==> src/acl_pkg.sv <==
package acl_pkg;

  localparam int ENTRIES         = 8;
  localparam int WORDS_PER_BLOCK = 4;
  localparam int ADDR_BITS       = 16;
  localparam int AGE_BITS        = 8;

  localparam int IN_ADDR_BITS = 16;
  localparam int OUT_TAG_BITS = 14;
  localparam int WAY_BITS     = 3;
  localparam int CNT_BITS     = 32;

  localparam int OFFSET_BITS = $clog2(WORDS_PER_BLOCK);
  localparam int TAG_BITS    = ADDR_BITS - OFFSET_BITS;
  localparam int IDX_BITS    = $clog2(ENTRIES);
  localparam int FILL_BITS   = $clog2(ENTRIES + 1);

  localparam logic [AGE_BITS-1:0] AGE_MAX = {AGE_BITS{1'b1}};
  localparam logic [CNT_BITS-1:0] CNT_MAX = {CNT_BITS{1'b1}};

  typedef struct packed {
    logic load;
    logic lookup;
    logic commit;
  } acl_cmd_t;

endpackage

==> src/acl_ctrl.sv <==
module acl_ctrl (
  input  logic              clk,
  input  logic              rst_n,
  input  logic              in_valid,
  output logic              in_stall,
  output logic              out_valid,
  input  logic              out_stall,
  output acl_pkg::acl_cmd_t cmd
);

  typedef enum logic [1:0] {
    S_IDLE,
    S_LOOKUP,
    S_UPDATE
  } state_t;

  state_t state_r;
  state_t state_nxt;
  logic   out_valid_r;
  logic   out_valid_nxt;

  always_comb begin
    cmd.load   = (state_r == S_IDLE) && in_valid;
    cmd.lookup = (state_r == S_LOOKUP);
    cmd.commit = (state_r == S_UPDATE) && (!out_valid_r || !out_stall);
  end

  always_comb begin
    state_nxt     = state_r;
    out_valid_nxt = out_valid_r;
    if (out_valid_r && !out_stall) begin
      out_valid_nxt = 1'b0;
    end
    unique case (state_r)
      S_IDLE: begin
        if (in_valid) begin
          state_nxt = S_LOOKUP;
        end
      end
      S_LOOKUP: begin
        state_nxt = S_UPDATE;
      end
      S_UPDATE: begin
        if (cmd.commit) begin
          state_nxt     = S_IDLE;
          out_valid_nxt = 1'b1;
        end
      end
      default: begin
        state_nxt = S_IDLE;
      end
    endcase
  end

  always_ff @(posedge clk) begin
    if (!rst_n) begin
      state_r     <= S_IDLE;
      out_valid_r <= 1'b0;
    end else begin
      state_r     <= state_nxt;
      out_valid_r <= out_valid_nxt;
    end
  end

  assign in_stall  = (state_r != S_IDLE);
  assign out_valid = out_valid_r;

endmodule

==> src/acl_dp.sv <==
module acl_dp (
  input  logic                                clk,
  input  logic                                rst_n,
  input  acl_pkg::acl_cmd_t                   cmd,
  input  logic [acl_pkg::IN_ADDR_BITS-1:0]    in_address,
  output logic                                out_hit,
  output logic [acl_pkg::WAY_BITS-1:0]        out_way,
  output logic                                out_filled_empty,
  output logic                                out_evicted,
  output logic [acl_pkg::OUT_TAG_BITS-1:0]    out_evicted_tag,
  output logic [acl_pkg::OUT_TAG_BITS-1:0]    out_new_tag,
  output logic [acl_pkg::CNT_BITS-1:0]        out_hit_count,
  output logic [acl_pkg::CNT_BITS-1:0]        out_miss_count
);

  logic [acl_pkg::TAG_BITS-1:0]  tag_r;
  logic [acl_pkg::TAG_BITS-1:0]  tag_store_r [acl_pkg::ENTRIES];
  logic [acl_pkg::ENTRIES-1:0]   valid_r;
  logic [acl_pkg::AGE_BITS-1:0]  age_r [acl_pkg::ENTRIES];
  logic [acl_pkg::FILL_BITS-1:0] fill_ptr_r;
  logic [acl_pkg::CNT_BITS-1:0]  hits_r;
  logic [acl_pkg::CNT_BITS-1:0]  misses_r;

  logic                          hit_r;
  logic [acl_pkg::IDX_BITS-1:0]  hit_idx_r;
  logic [acl_pkg::IDX_BITS-1:0]  vict_idx_r;

  logic                          hit_nxt;
  logic [acl_pkg::IDX_BITS-1:0]  hit_idx_nxt;
  logic [acl_pkg::IDX_BITS-1:0]  vict_idx_nxt;

  logic                          full;
  logic [acl_pkg::IDX_BITS-1:0]  sel;
  logic                          do_fill;
  logic                          do_replace;
  logic [acl_pkg::CNT_BITS-1:0]  hits_nxt;
  logic [acl_pkg::CNT_BITS-1:0]  misses_nxt;
  logic [acl_pkg::ADDR_BITS-1:0] addr;

  logic                          out_hit_r;
  logic [acl_pkg::WAY_BITS-1:0]  out_way_r;
  logic                          out_filled_r;
  logic                          out_evicted_r;
  logic [acl_pkg::OUT_TAG_BITS-1:0] out_evicted_tag_r;
  logic [acl_pkg::OUT_TAG_BITS-1:0] out_new_tag_r;
  logic [acl_pkg::CNT_BITS-1:0]  out_hit_count_r;
  logic [acl_pkg::CNT_BITS-1:0]  out_miss_count_r;

  assign addr = in_address[acl_pkg::ADDR_BITS-1:0];

  // Parallel tag compare with lowest-index priority, and the oldest-entry search.
  always_comb begin
    hit_nxt      = 1'b0;
    hit_idx_nxt  = '0;
    vict_idx_nxt = '0;
    for (int i = acl_pkg::ENTRIES - 1; i >= 0; i--) begin
      if (valid_r[i] && (tag_store_r[i] == tag_r)) begin
        hit_nxt     = 1'b1;
        hit_idx_nxt = acl_pkg::IDX_BITS'(i);
      end
    end
    for (int i = 1; i < acl_pkg::ENTRIES; i++) begin
      if (age_r[i] > age_r[vict_idx_nxt]) begin
        vict_idx_nxt = acl_pkg::IDX_BITS'(i);
      end
    end
  end

  always_comb begin
    full       = (fill_ptr_r == acl_pkg::FILL_BITS'(acl_pkg::ENTRIES));
    do_fill    = !hit_r && !full;
    do_replace = !hit_r && full;
    priority if (hit_r) begin
      sel = hit_idx_r;
    end else if (!full) begin
      sel = fill_ptr_r[acl_pkg::IDX_BITS-1:0];
    end else begin
      sel = vict_idx_r;
    end
    hits_nxt   = (hit_r && (hits_r != acl_pkg::CNT_MAX)) ? hits_r + 1'b1 : hits_r;
    misses_nxt = (!hit_r && (misses_r != acl_pkg::CNT_MAX)) ? misses_r + 1'b1 : misses_r;
  end

  always_ff @(posedge clk) begin
    if (cmd.load) begin
      tag_r <= acl_pkg::TAG_BITS'(addr >> acl_pkg::OFFSET_BITS);
    end
    if (cmd.lookup) begin
      hit_r      <= hit_nxt;
      hit_idx_r  <= hit_idx_nxt;
      vict_idx_r <= vict_idx_nxt;
    end
    if (cmd.commit) begin
      if (!hit_r) begin
        tag_store_r[sel] <= tag_r;
      end
      out_hit_r         <= hit_r;
      out_way_r         <= acl_pkg::WAY_BITS'(sel);
      out_filled_r      <= do_fill;
      out_evicted_r     <= do_replace;
      out_evicted_tag_r <= do_replace ?
                           acl_pkg::OUT_TAG_BITS'(tag_store_r[sel]) : '0;
      out_new_tag_r     <= acl_pkg::OUT_TAG_BITS'(tag_r);
      out_hit_count_r   <= hits_nxt;
      out_miss_count_r  <= misses_nxt;
    end
  end

  always_ff @(posedge clk) begin
    if (!rst_n) begin
      valid_r    <= '0;
      fill_ptr_r <= '0;
      hits_r     <= '0;
      misses_r   <= '0;
      for (int i = 0; i < acl_pkg::ENTRIES; i++) begin
        age_r[i] <= '0;
      end
    end else if (cmd.commit) begin
      hits_r       <= hits_nxt;
      misses_r     <= misses_nxt;
      valid_r[sel] <= 1'b1;
      if (do_fill) begin
        fill_ptr_r <= fill_ptr_r + 1'b1;
      end
      for (int i = 0; i < acl_pkg::ENTRIES; i++) begin
        if (acl_pkg::IDX_BITS'(i) == sel) begin
          age_r[i] <= '0;
        end else if (valid_r[i] && (age_r[i] != acl_pkg::AGE_MAX)) begin
          age_r[i] <= age_r[i] + 1'b1;
        end
      end
    end
  end

  assign out_hit          = out_hit_r;
  assign out_way          = out_way_r;
  assign out_filled_empty = out_filled_r;
  assign out_evicted      = out_evicted_r;
  assign out_evicted_tag  = out_evicted_tag_r;
  assign out_new_tag      = out_new_tag_r;
  assign out_hit_count    = out_hit_count_r;
  assign out_miss_count   = out_miss_count_r;

endmodule

==> src/assoc_cache_lru_lookup.sv <==
// A request is accepted in the idle step, its tag is compared in the lookup step and its result is
// registered on the outputs in the update step; the update waits while a previous result is still
// held on the output, and no new request is accepted until the update of the last one is done.
// Reset: synchronous, active low; clears the valid bits, ages, fill pointer, hit and miss totals
// and the controller. The tag store is not reset and is read only through valid entries.
module assoc_cache_lru_lookup (
  input  logic                             clk,
  input  logic                             rst_n,
  input  logic                             in_valid,
  output logic                             in_stall,
  input  logic [acl_pkg::IN_ADDR_BITS-1:0] in_address,
  output logic                             out_valid,
  input  logic                             out_stall,
  output logic                             out_hit,
  output logic [acl_pkg::WAY_BITS-1:0]     out_way,
  output logic                             out_filled_empty,
  output logic                             out_evicted,
  output logic [acl_pkg::OUT_TAG_BITS-1:0] out_evicted_tag,
  output logic [acl_pkg::OUT_TAG_BITS-1:0] out_new_tag,
  output logic [acl_pkg::CNT_BITS-1:0]     out_hit_count,
  output logic [acl_pkg::CNT_BITS-1:0]     out_miss_count
);

  acl_pkg::acl_cmd_t cmd;

  acl_ctrl u_ctrl (
    .clk       (clk),
    .rst_n     (rst_n),
    .in_valid  (in_valid),
    .in_stall  (in_stall),
    .out_valid (out_valid),
    .out_stall (out_stall),
    .cmd       (cmd)
  );

  acl_dp u_dp (
    .clk              (clk),
    .rst_n            (rst_n),
    .cmd              (cmd),
    .in_address       (in_address),
    .out_hit          (out_hit),
    .out_way          (out_way),
    .out_filled_empty (out_filled_empty),
    .out_evicted      (out_evicted),
    .out_evicted_tag  (out_evicted_tag),
    .out_new_tag      (out_new_tag),
    .out_hit_count    (out_hit_count),
    .out_miss_count   (out_miss_count)
  );

endmodule

==> config.mk <==
export PLATFORM = sky130hd
export DESIGN_NAME = assoc_cache_lru_lookup
export DESIGN_NICKNAME = d
export VERILOG_FILES = /design/src/acl_pkg.sv /design/src/acl_ctrl.sv /design/src/acl_dp.sv /design/src/assoc_cache_lru_lookup.sv
export SDC_FILE = /design/constraint.sdc
export NUM_CORES = 1
export LEC_CHECK = 0
export BUFFER_PORTS_ARGS = -buffer_cell sky130_fd_sc_hd__buf_4
export CORE_ASPECT_RATIO = 0.5
export CORE_UTILIZATION = 45
export DETAILED_ROUTE_END_ITERATION = 8
export GPL_ROUTABILITY_DRIVEN = 0
export GPL_TIMING_DRIVEN = 0
export PLACE_DENSITY = 0.69
export SETUP_SLACK_MARGIN = 0.05
export SLEW_MARGIN = 25
export SYNTH_ARGS = -nofsm -noshare
export SYNTH_HDL_FRONTEND = slang
export SYNTH_SLANG_ARGS = --single-unit
==> constraint.sdc <==
create_clock -name clk -period 16.66 [get_ports clk]
set_input_delay 4.998 -clock clk [delete_from_list [all_inputs] [get_ports clk]]
set_output_delay 4.998 -clock clk [all_outputs]
set_load 0.005 [all_outputs]
==> results of run 1 <==
==> layout make-up <==
cell class	instances	area share [%]
flip-flops and latches	374	45.7
multi-input cells	1255	39.3
clock buffers	49	4.70
repair buffers	130	4.45
well taps	577	3.16
plain buffers	72	1.29
inverters	47	0.772
clock inverters	17	0.630
==> through the flow <==
stage               util [%]  hold slack, ns
global route            53.5           0.496
CTS                     53.5           0.493
floorplan                  -           0.424
global placement        50.2           0.464
detailed placement      50.6           0.476
finish                  53.5           0.496
==> routing by layer <==
metal / up-vias / wire [um] / global-route usage, %
met5: - / 0 / 0
met4: 0 / 1610 / 7.22
met3: 122 / 4380 / 4.33
met2: 631 / 22500 / 35.3
met1: 7037 / 22400 / 31.8
li1: 6748 / - / -
==> layout by cell type, fill, tap and decap left out, drive strengths merged, types with 53 or more instances in the layout <==
cell type | netlist | final
dfxtp | 79 | 79
nand3 | 64 | 64
ha | 68 | 68
and2 | 69 | 69
xor2 | 91 | 91
nand2 | 139 | 139
nand4 | 53 | 53
xnor2 | 183 | 183
clkbuf | 57 | 106
buf | 15 | 145
nor2 | 147 | 147
edfxtp | 295 | 295
==> logic make-up after synthesis <==
family,count (synthesis),synth area share (%)
xor+xnor,274,12.1
compound gates,240,8.52
fa+ha+maj,68,4.29
mux,49,4.27
buf+inv,119,2.35
simple gates,624,15.9
flops,374,52.6
==> worst max-delay path, delay by kind of cell (launching register included) <==
family | cells | cell delay, ns
flip-flops | 1 | 0.32
adder cells (fa/ha/maj) | 7 | 2.12
AO/OA/AOI/OAI | 27 | 7.73
buffers and inverters | 7 | 2.06
AND/OR/NAND/NOR | 10 | 2.22
multiplexers | 2 | 0.83
==> sequential cells by signal, summed over array words and instances (netlist names) <==
name	count
u_dp.out_filled_empty	1
u_dp.out_new_tag	14
u_dp.hit_r	1
u_dp.valid_r	8
u_dp.tag_r	14
u_dp.tag_store_r	112
u_dp.vict_idx_r	3
u_dp.out_miss_count	32
u_dp.fill_ptr_r	4
u_dp.misses_r	32
u_dp.out_evicted	1
u_dp.out_hit	1
u_dp.out_way	3
u_dp.out_hit_count	32
u_ctrl.state_r	2
u_dp.hit_idx_r	3
u_dp.out_evicted_tag	14
u_dp.hits_r	32
u_dp.age_r	64
u_ctrl.out_valid	1
==> worst max path at each step <==
stage,from,endpoint,cells after the start
3_5_place_dp,u_dp.age_r[0][2],u_dp.vict_idx_r[1],53
2_1_floorplan,u_dp.age_r[0][2],u_dp.vict_idx_r[0],55
4_1_cts,u_dp.age_r[0][2],u_dp.vict_idx_r[1],53
5_1_grt,u_dp.age_r[0][2],u_dp.vict_idx_r[1],54
6_report,u_dp.age_r[0][2],u_dp.vict_idx_r[1],53
3_3_place_gp,u_dp.age_r[0][2],u_dp.vict_idx_r[1],53
==> power groups by stage <==
| stage | Clock [mW] | Sequential, mW | Combinational [mW] |
|---|---|---|---|
| CTS | 0.864 | 1.04 | 0.512 |
| global route | 0.899 | 1.05 | 0.569 |
| finish | 0.847 | 1.04 | 0.525 |
| floorplan | 0 | 1.06 | 0.367 |
| global placement | 0 | 1.07 | 0.499 |
| detailed placement | 0 | 1.06 | 0.509 |
==> flow_metrics.py, run 1 <==
metrics = {
    "pwr": {
        "pwr-share-clk_pct": 35.0,
        "powerDensity_nw_per_um2": 106,
        "ir_drop_mv": 0.0759,
        "p_int_mw": 1.70,
        "power.leakage_nw": 8.35,
        "power.total_mw": 2.42,
        "switchingPower_mw": 0.721,
        "comb_power_share_pct": 21.7,
        "sw_frac_of_total_pct": 29.8,
        "seqPwrFrac_pct": 43.2,
    },
    "floorplanning": {
        "die_h_um": 151,
        "die_area_um2": 45000,
        "num_rows": 53,
        "io_pins": 120,
        "die_w_um": 299,
        "start_util_pct": 46.5,
        "core_um2": 42700,
    },
    "synth": {
        "yosysMostFrequentCell": "edfxtp_1",
        "yosys.area.top_type": "edfxtp_1",
        "async_flop_share_pct": 0,
        "syn_avg_cell_area_um2": 11.4,
        "synth-edff-count": 295,
        "yosys_most_used_dff": "edfxtp_1",
        "yosysWarnings": 0,
        "synth_common_cells": "edfxtp_1 (295), xnor2_1 (183), nor2_1 (147)",
        "yosysUniqueCellTypes": 77,
        "ys_seq_elements": 374,
        "syn_area_um2": 19900,
        "syn_inst": 1748,
        "yosysSeqAreaShare_pct": 52.6,
        "synth_top_area_share_pct": 44.6,
        "synthTopCellsByArea": "edfxtp_1 (45%), xnor2_1 (8.1%), dfxtp_1 (8.0%), ha_1 (4.3%), xor2_1 (4.0%)",
        "syn-num-nets": 1836,
    },
    "cells_and_area": {
        "area.sequential_um2": 10400,
        "fin_area_um2": 22800,
        "fin_nets": 2004,
        "n_antenna_cell": 0,
        "instances_no_fill": 2521,
        "area_delta_synth_final_pct": 15.1,
        "drive_gt1_share_pct": 13.7,
        "multiInputGateArea_um2": 8980,
        "fillers": 3699,
    },
    "routing": {
        "viasPerCell": 5.77,
        "wirelength_mm": 50.9,
        "vias": 14500,
        "firstDrtPassIters": 6,
        "first_iter_violations": 1621,
        "wl_per_cell_um": 20.2,
        "antenna_left": 0,
        "drc": 0,
    },
    "critical_path": {
        "start_kind": "register",
        "worst_ep_required_time_ns": 16.93,
        "cp_max_fo": 10,
        "cp-end-kind": "register",
        "worst-r2r-setup-slack_ns": 1.11,
        "worstPathArrival_ns": 15.82,
        "ff2ff_path_depth": 53,
        "r2r-end": "u_dp.vict_idx_r[1]",
        "cp_common_cell": "ha_1",
        "slowest_stage": "a22oi_1",
        "critPathMaxStageDelay_ns": 0.75,
        "r2r_start": "u_dp.age_r[0][2]",
        "path_class": "register to register",
    },
    "global_routing": {
        "grt-ovfl-total": 0,
        "grt_pass1_vias": 13800,
        "grt_max_degree": 48,
        "grt_pass1_wl_mm": 78.6,
        "grt.total_usage_pct": 22.6,
        "antenna_found_initial": 0,
    },
    "timing": {
        "max_slew_margin_pct": 34.1,
        "drv_slew": 0,
        "fin_setup_tns_ns": 0,
        "setup_violations": 0,
        "fin_ws_ns": 1.11,
        "fin_skew_ns": 0.0296,
        "finalHoldViolations": 0,
        "tightest_slew_ns": 0.988,
        "period_share_pct": 93.4,
        "min_period_ns": 15.55,
        "grt_setup_unrepaired": "false",
        "max_freq_mhz": 64.3,
    },
    "run": {
        "maxCapViolations": 0,
    },
    "min_path": {
        "hp-start": "u_dp.hit_r",
        "holdPathStages": 0,
        "min_path_type": "register to register",
        "worstHoldEndpoint": "u_dp.out_hit",
    },
    "placed_design": {
        "dp_slack_ns": 1.77,
        "dp.final_hpwl_mm": 37.2,
        "place_area_um2": 21600,
        "dp_cells": 2455,
        "port_buffers": 117,
    },
    "clock_tree": {
        "clock-sinks": 374,
        "clockBufferDepth": 3,
        "htreeDepth": 2,
        "clk_latency_ns": 0.55,
        "cts_tree": "done",
        "ctsRootBufferMaster": "clkbuf_16",
        "numCtsBuffers": 36,
        "cts_hold_buffers": 0,
        "path_clk_slew_ns": 0.07,
        "cts_setup_buffers": 0,
        "cts_resized": 0,
    },
    "run_status": {
        "status": "finished clean",
    },
}
Note: power is estimated with default switching activity, not from simulation.
==> inputs of run 2 (changes only) <==
Settings changed: CTS_BUF_LIST from default to sky130_fd_sc_hd__clkbuf_8 sky130_fd_sc_hd__clkbuf_16.
==> run 2 against run 1 <==
Against the previous run: non-clock buffer count stayed put; maximum frequency is 0.29% lower; sequential share of layout area stayed put; clock-buffer cell count is 4 lower; global-route usage hardly changed.
==> flow_metrics.py, run 2 (synthesis results as in run 1) <==
metrics = {
    "clock_tree": {
        "cts_hold_buffers": 0,
        "cts_tree": "done",
        "cts_setup_buffers": 0,
        "numCtsBuffers": 36,
        "cts_resized": 0,
        "clockBufferDepth": 3,
        "ctsRootBufferMaster": "clkbuf_16",
        "htreeDepth": 2,
        "clk_latency_ns": 0.55,
        "clock-sinks": 374,
        "path_clk_slew_ns": 0.07,
    },
    "floorplanning": {
        "io_pins": 120,
        "num_rows": 53,
        "die_h_um": 151,
        "die_area_um2": 45000,
        "die_w_um": 299,
        "start_util_pct": 46.5,
        "core_um2": 42700,
    },
    "timing": {
        "fin_ws_ns": 1.06,
        "fin_setup_tns_ns": 0,
        "period_share_pct": 93.6,
        "max_freq_mhz": 64.1,
        "hold_slack_ns": 0.495,
        "max_slew_margin_pct": 29.9,
        "setup_violations": 0,
        "fin_skew_ns": 0.0304,
        "min_period_ns": 15.60,
        "drv_slew": 0,
        "grt_setup_unrepaired": "false",
        "finalHoldViolations": 0,
        "tightest_slew_ns": 1.05,
    },
    "pwr": {
        "powerDensity_nw_per_um2": 106,
        "ir_drop_mv": 0.0757,
        "power.leakage_nw": 8.37,
    },
    "global_routing": {
        "grt_pass1_wl_mm": 78.6,
        "antenna_found_initial": 0,
        "grt.total_usage_pct": 22.6,
        "grt_max_degree": 48,
        "grt_pass1_vias": 13800,
        "grt-ovfl-total": 0,
    },
    "critical_path": {
        "cp-end-kind": "register",
        "start_kind": "register",
        "worstPathArrival_ns": 15.87,
        "slowest_stage": "a22oi_1",
        "path_class": "register to register",
        "worst_ep_required_time_ns": 16.93,
        "cp_max_fo": 10,
        "cp_common_cell": "ha_1",
        "critPathMaxStageDelay_ns": 0.80,
    },
    "cells_and_area": {
        "regMostFlops": "u_dp.tag_store_r",
        "utilization_pct": 53.5,
        "area_delta_synth_final_pct": 15.1,
        "n_antenna_cell": 0,
        "largest_register_ffs": 112,
        "final_common_cell": "edfxtp_1",
        "drive_gt1_share_pct": 13.7,
        "reg_top3": "u_dp.tag_store_r x112, u_dp.age_r x64",
        "final_cell_mix": "edfxtp_1 (295), xnor2_1 (183), nor2_1 (141), nand2_1 (139), buf_4 (117)",
        "fin_nets": 2004,
    },
    "routing": {
        "wl_per_cell_um": 20.2,
        "firstDrtPassIters": 5,
        "first_iter_violations": 1672,
        "viasPerCell": 5.77,
        "vias": 14500,
        "drc": 0,
        "wirelength_mm": 51.0,
        "antenna_left": 0,
    },
    "run_status": {
        "status": "finished clean",
    },
    "placed_design": {
        "port_buffers": 117,
        "dp_slack_ns": 1.77,
        "dp.final_hpwl_mm": 37.2,
    },
    "run": {
        "maxCapViolations": 0,
    },
    "min_path": {
        "min_path_type": "register to register",
    },
}
[run 2: critical path, delay by kind of cell, from the launching register on]
family / cells / cell delay, ns
AOI/OAI and AO/OA: 27 / 7.79
adders and majority gates: 7 / 2.11
buffers and inverters: 7 / 2.05
DFF: 1 / 0.32
muxes: 2 / 0.83
and+or+nand+nor: 10 / 2.22
[run 2: final timing paths]
path / cells past startpoint / end / startpoint / slack (ns)
max: 53 / u_dp.vict_idx_r[1] / u_dp.age_r[0][2] / 1.06
min: 2 / u_dp.hits_r[29] / u_dp.hits_r[29] / 0.50
max reg2reg: 53 / u_dp.vict_idx_r[1] / u_dp.age_r[0][2] / 1.06
min reg2reg: 2 / u_dp.hits_r[29] / u_dp.hits_r[29] / 0.50
[run 2: cell type report]
class / count / area, um2
buffer: 72 / 294
clock buffer: 45 / 1060
clock inverter: 21 / 159
fill: 3699 / 19900
inverter: 47 / 176
multi-input combinational: 1255 / 8980
sequential: 374 / 10400
tap: 577 / 722
timing repair buffer: 130 / 1020
[run 2: through the flow]
step | cell area [um2] | total power [mW] | cells
2_1_floorplan | 19900 | 1.42 | 1748
3_3_place_gp | 21500 | 1.57 | 2442
3_5_place_dp | 21600 | 1.57 | 2455
4_1_cts | 22800 | 2.42 | 2521
5_1_grt | 22800 | 2.51 | 2521
6_report | 22800 | 2.42 | 2521
[run 2: power by group]
group / leakage, nW / internal, mW / switching (mW)
clock: 0.630 / 0.472 / 0.373
sequential: 3.49 / 1.02 / 0.0208
combinational: 4.25 / 0.197 / 0.328
total: 8.37 / 1.69 / 0.722
[run 2: routing by layer]
metal  wire [um]  share of wire (%)  global-route usage, %  vias to the layer above
met2       22600                 44                   35.2                      646
li1            -                  -                      -                     6740
met5           0                  0                      0                        -
met1       22500                 44                   31.8                     7053
met3        4340                8.5                   4.33                      102
met4        1500                2.9                   7.30                        0
==> inputs of run 3 (changes only) <==
Settings changed: ABC_AREA from default to 1.
==> run 3 against run 2 <==
Against the previous run: combinational power is 57% higher; non-clock buffer count is 5 higher; design area is 3.6% higher; utilization is 1.2 points lower; routed wire length is 18% higher; worst hold slack better by 0.023 ns; first-iteration DRC count is 23% higher; global-route usage is 2.6 points higher; die area is 4.2% higher; critical path depth is 22 higher; critical endpoint is now u_dp.vict_idx_r[2]; critical path type unchanged; synthesized cell count is 33% higher; largest power group unchanged; largest cell class unchanged; clock skew is 0.0036 ns lower.
==> flow_metrics.py, run 3 <==
metrics = {
    "clock_tree": {
        "clockBufferDepth": 3,
        "path_clk_slew_ns": 0.07,
        "cts_hold_buffers": 0,
        "clk_latency_ns": 0.55,
        "clock-sinks": 374,
        "cts_resized": 0,
        "cts_tree": "done",
        "numCtsBuffers": 35,
        "cts_setup_buffers": 0,
        "htreeDepth": 2,
        "ctsRootBufferMaster": "clkbuf_16",
    },
    "run_status": {
        "status": "finished clean",
    },
    "routing": {
        "antenna_left": 0,
        "wl_per_cell_um": 19.3,
        "drc": 0,
        "vias": 17600,
        "wirelength_mm": 59.9,
        "viasPerCell": 5.67,
        "first_iter_violations": 2064,
        "firstDrtPassIters": 7,
    },
    "cells_and_area": {
        "largest_register_ffs": 112,
        "drive_gt1_share_pct": 12.6,
        "regMostFlops": "u_dp.tag_store_r",
        "fin_nets": 2570,
        "fillers": 4172,
        "reg_top3": "u_dp.tag_store_r x112, u_dp.age_r x64",
        "final_cell_mix": "nand2_1 (492), edfxtp_1 (295), inv_1 (249), nor2_1 (200), a21oi_1 (137)",
        "utilization_pct": 52.3,
        "n_antenna_cell": 0,
        "area_delta_synth_final_pct": 14.4,
        "final_common_cell": "nand2_1",
        "instances_no_fill": 3106,
    },
    "critical_path": {
        "cp_common_cell": "nand2_1",
        "critPathLaunch": "u_dp.age_r[0][6]",
        "slowest_stage": "clkbuf_1",
        "path_class": "register to register",
        "worstPathArrival_ns": 12.72,
        "r2r-end": "u_dp.vict_idx_r[2]",
        "ff2ff_path_depth": 75,
        "critPathMaxStageDelay_ns": 0.44,
        "cp_max_fo": 10,
        "start_kind": "register",
        "worst_ep_required_time_ns": 16.94,
        "cp-end-kind": "register",
        "r2r_start": "u_dp.age_r[0][6]",
        "worst-r2r-setup-slack_ns": 4.23,
    },
    "global_routing": {
        "grt_pass1_vias": 16600,
        "antenna_found_initial": 0,
        "grt-ovfl-total": 0,
        "grt_pass1_wl_mm": 92.7,
        "grt.total_usage_pct": 25.2,
        "grt_max_degree": 27,
    },
    "synth": {
        "async_flop_share_pct": 0,
        "synth_common_cells": "nand2_1 (492), edfxtp_1 (295), inv_1 (246)",
        "syn_area_um2": 20700,
        "yosysUniqueCellTypes": 61,
        "syn-num-nets": 2408,
        "synthTopCellsByArea": "edfxtp_1 (43%), nand2_1 (8.9%), dfxtp_1 (7.6%), inv_1 (4.5%), xor2_1 (4.1%)",
        "yosys.area.top_type": "edfxtp_1",
        "yosysSeqAreaShare_pct": 50.5,
        "synth-edff-count": 295,
        "syn_avg_cell_area_um2": 8.92,
        "yosys_most_used_dff": "edfxtp_1",
        "syn_inst": 2320,
        "ys_seq_elements": 374,
        "yosysWarnings": 0,
        "synth_top_area_share_pct": 42.8,
        "yosysMostFrequentCell": "nand2_1",
    },
    "min_path": {
        "min_path_type": "register to register",
        "hp-start": "u_dp.valid_r[3]",
        "worstHoldEndpoint": "u_dp.valid_r[3]",
        "holdPathStages": 2,
    },
    "placed_design": {
        "dp.final_hpwl_mm": 43.7,
        "port_buffers": 116,
        "dp_cells": 3043,
    },
    "pwr": {
        "switchingPower_mw": 0.960,
        "p_int_mw": 1.75,
        "power.leakage_nw": 9.66,
        "ir_drop_mv": 0.0838,
        "pwr-share-clk_pct": 30.2,
        "seqPwrFrac_pct": 39.4,
        "sw_frac_of_total_pct": 35.4,
        "comb_power_share_pct": 30.4,
        "power.total_mw": 2.71,
        "powerDensity_nw_per_um2": 115,
    },
    "floorplanning": {
        "num_rows": 55,
        "die_w_um": 305,
        "die_area_um2": 46900,
        "core_um2": 45300,
        "start_util_pct": 45.7,
        "io_pins": 120,
        "die_h_um": 154,
    },
    "timing": {
        "fin_setup_tns_ns": 0,
        "finalHoldViolations": 0,
        "max_slew_margin_pct": 38.1,
        "setup_violations": 0,
        "grt_setup_unrepaired": "false",
        "drv_slew": 0,
        "max_freq_mhz": 80.4,
        "period_share_pct": 74.6,
        "min_period_ns": 12.43,
        "tightest_slew_ns": 0.927,
        "fin_skew_ns": 0.0268,
    },
    "run": {
        "maxCapViolations": 0,
    },
}
## run 3: cell types whose count changed in the layout (fill, tap and decap cells not counted), moves of 20 or more
cell     previous run  this run
nor2_1            141       200
nand4_1            53        33
o21ai_1             2        64
xnor2_1           183        24
inv_2               0        20
and2_1             69         1
a21oi_1            45       137
nand3_1            63       132
nand2_1           139       492
o21ai_0            33        86
inv_1              50       249
mux4_2             28         0
## run 3: cells by family after synthesis
logic type	Yosys count	share of synthesized area [%]
fa+ha+maj	68	4.11
compound gates	425	12.6
flops	374	50.5
buf+inv	353	6.98
xor+xnor	122	5.16
simple gates	978	20.7
## run 3: power by group through the flow
stage / registers [mW] / logic (mW) / clock network [mW]
6_report: 1.07 / 0.824 / 0.820
3_5_place_dp: 1.09 / 0.796 / 0
5_1_grt: 1.07 / 0.907 / 0.867
4_1_cts: 1.07 / 0.800 / 0.831
3_3_place_gp: 1.09 / 0.776 / 0
2_1_floorplan: 1.08 / 0.586 / 0
## run 3: metal layers
layer  vias to the layer above  wire [um]  global-route usage (%)
met5                         -          0                       0
met4                         0       1850                    8.38
met3                       155       5660                    5.38
met2                       884      27000                    40.1
met1                      8287      25400                    34.2
li1                       8296          -                       -
## run 3: cell type report
cell class	instances	area (um2)	share of cell area, %
Tap cell	598	748	3.16
Clock inverter	24	215	0.909
Sequential cell	374	10400	44.1
Clock buffer	39	942	3.98
Timing Repair Buffer	125	1060	4.47
Buffer	82	424	1.79
Inverter	271	1020	4.32
Multi-Input combinational cell	1593	8830	37.3
## run 3: per-stage QoR
| stage | worst slack, ns | instance area (um2) | hold slack, ns |
|---|---|---|---|
| after CTS | 4.55 | 23700 | 0.513 |
| after global placement | 3.84 | 22300 | 0.497 |
| after global routing | 3.27 | 23700 | 0.547 |
| after floorplan | 6.85 | 20700 | 0.440 |
| final | 4.23 | 23700 | 0.518 |
| after detailed placement | 4.62 | 22500 | 0.499 |
## run 3: worst max path at each step
stage / slack (ns) / end
after floorplan: 6.85 / u_dp.tag_store_r[1][0]
after detailed placement: 4.62 / u_dp.vict_idx_r[2]
after global placement: 3.84 / u_dp.tag_store_r[5][0]
after global routing: 3.27 / u_dp.vict_idx_r[1]
after CTS: 4.55 / u_dp.vict_idx_r[1]
final: 4.23 / u_dp.vict_idx_r[2]
## run 3: worst max-delay path: cells and delay by family (launching register included)
family	cells	cell delay [ns]
flip-flops	1	0.33
AO/OA/AOI/OAI	17	2.67
buffers and inverters	13	3.21
adder cells (fa/ha/maj)	7	2.11
AND/OR/NAND/NOR	38	3.80
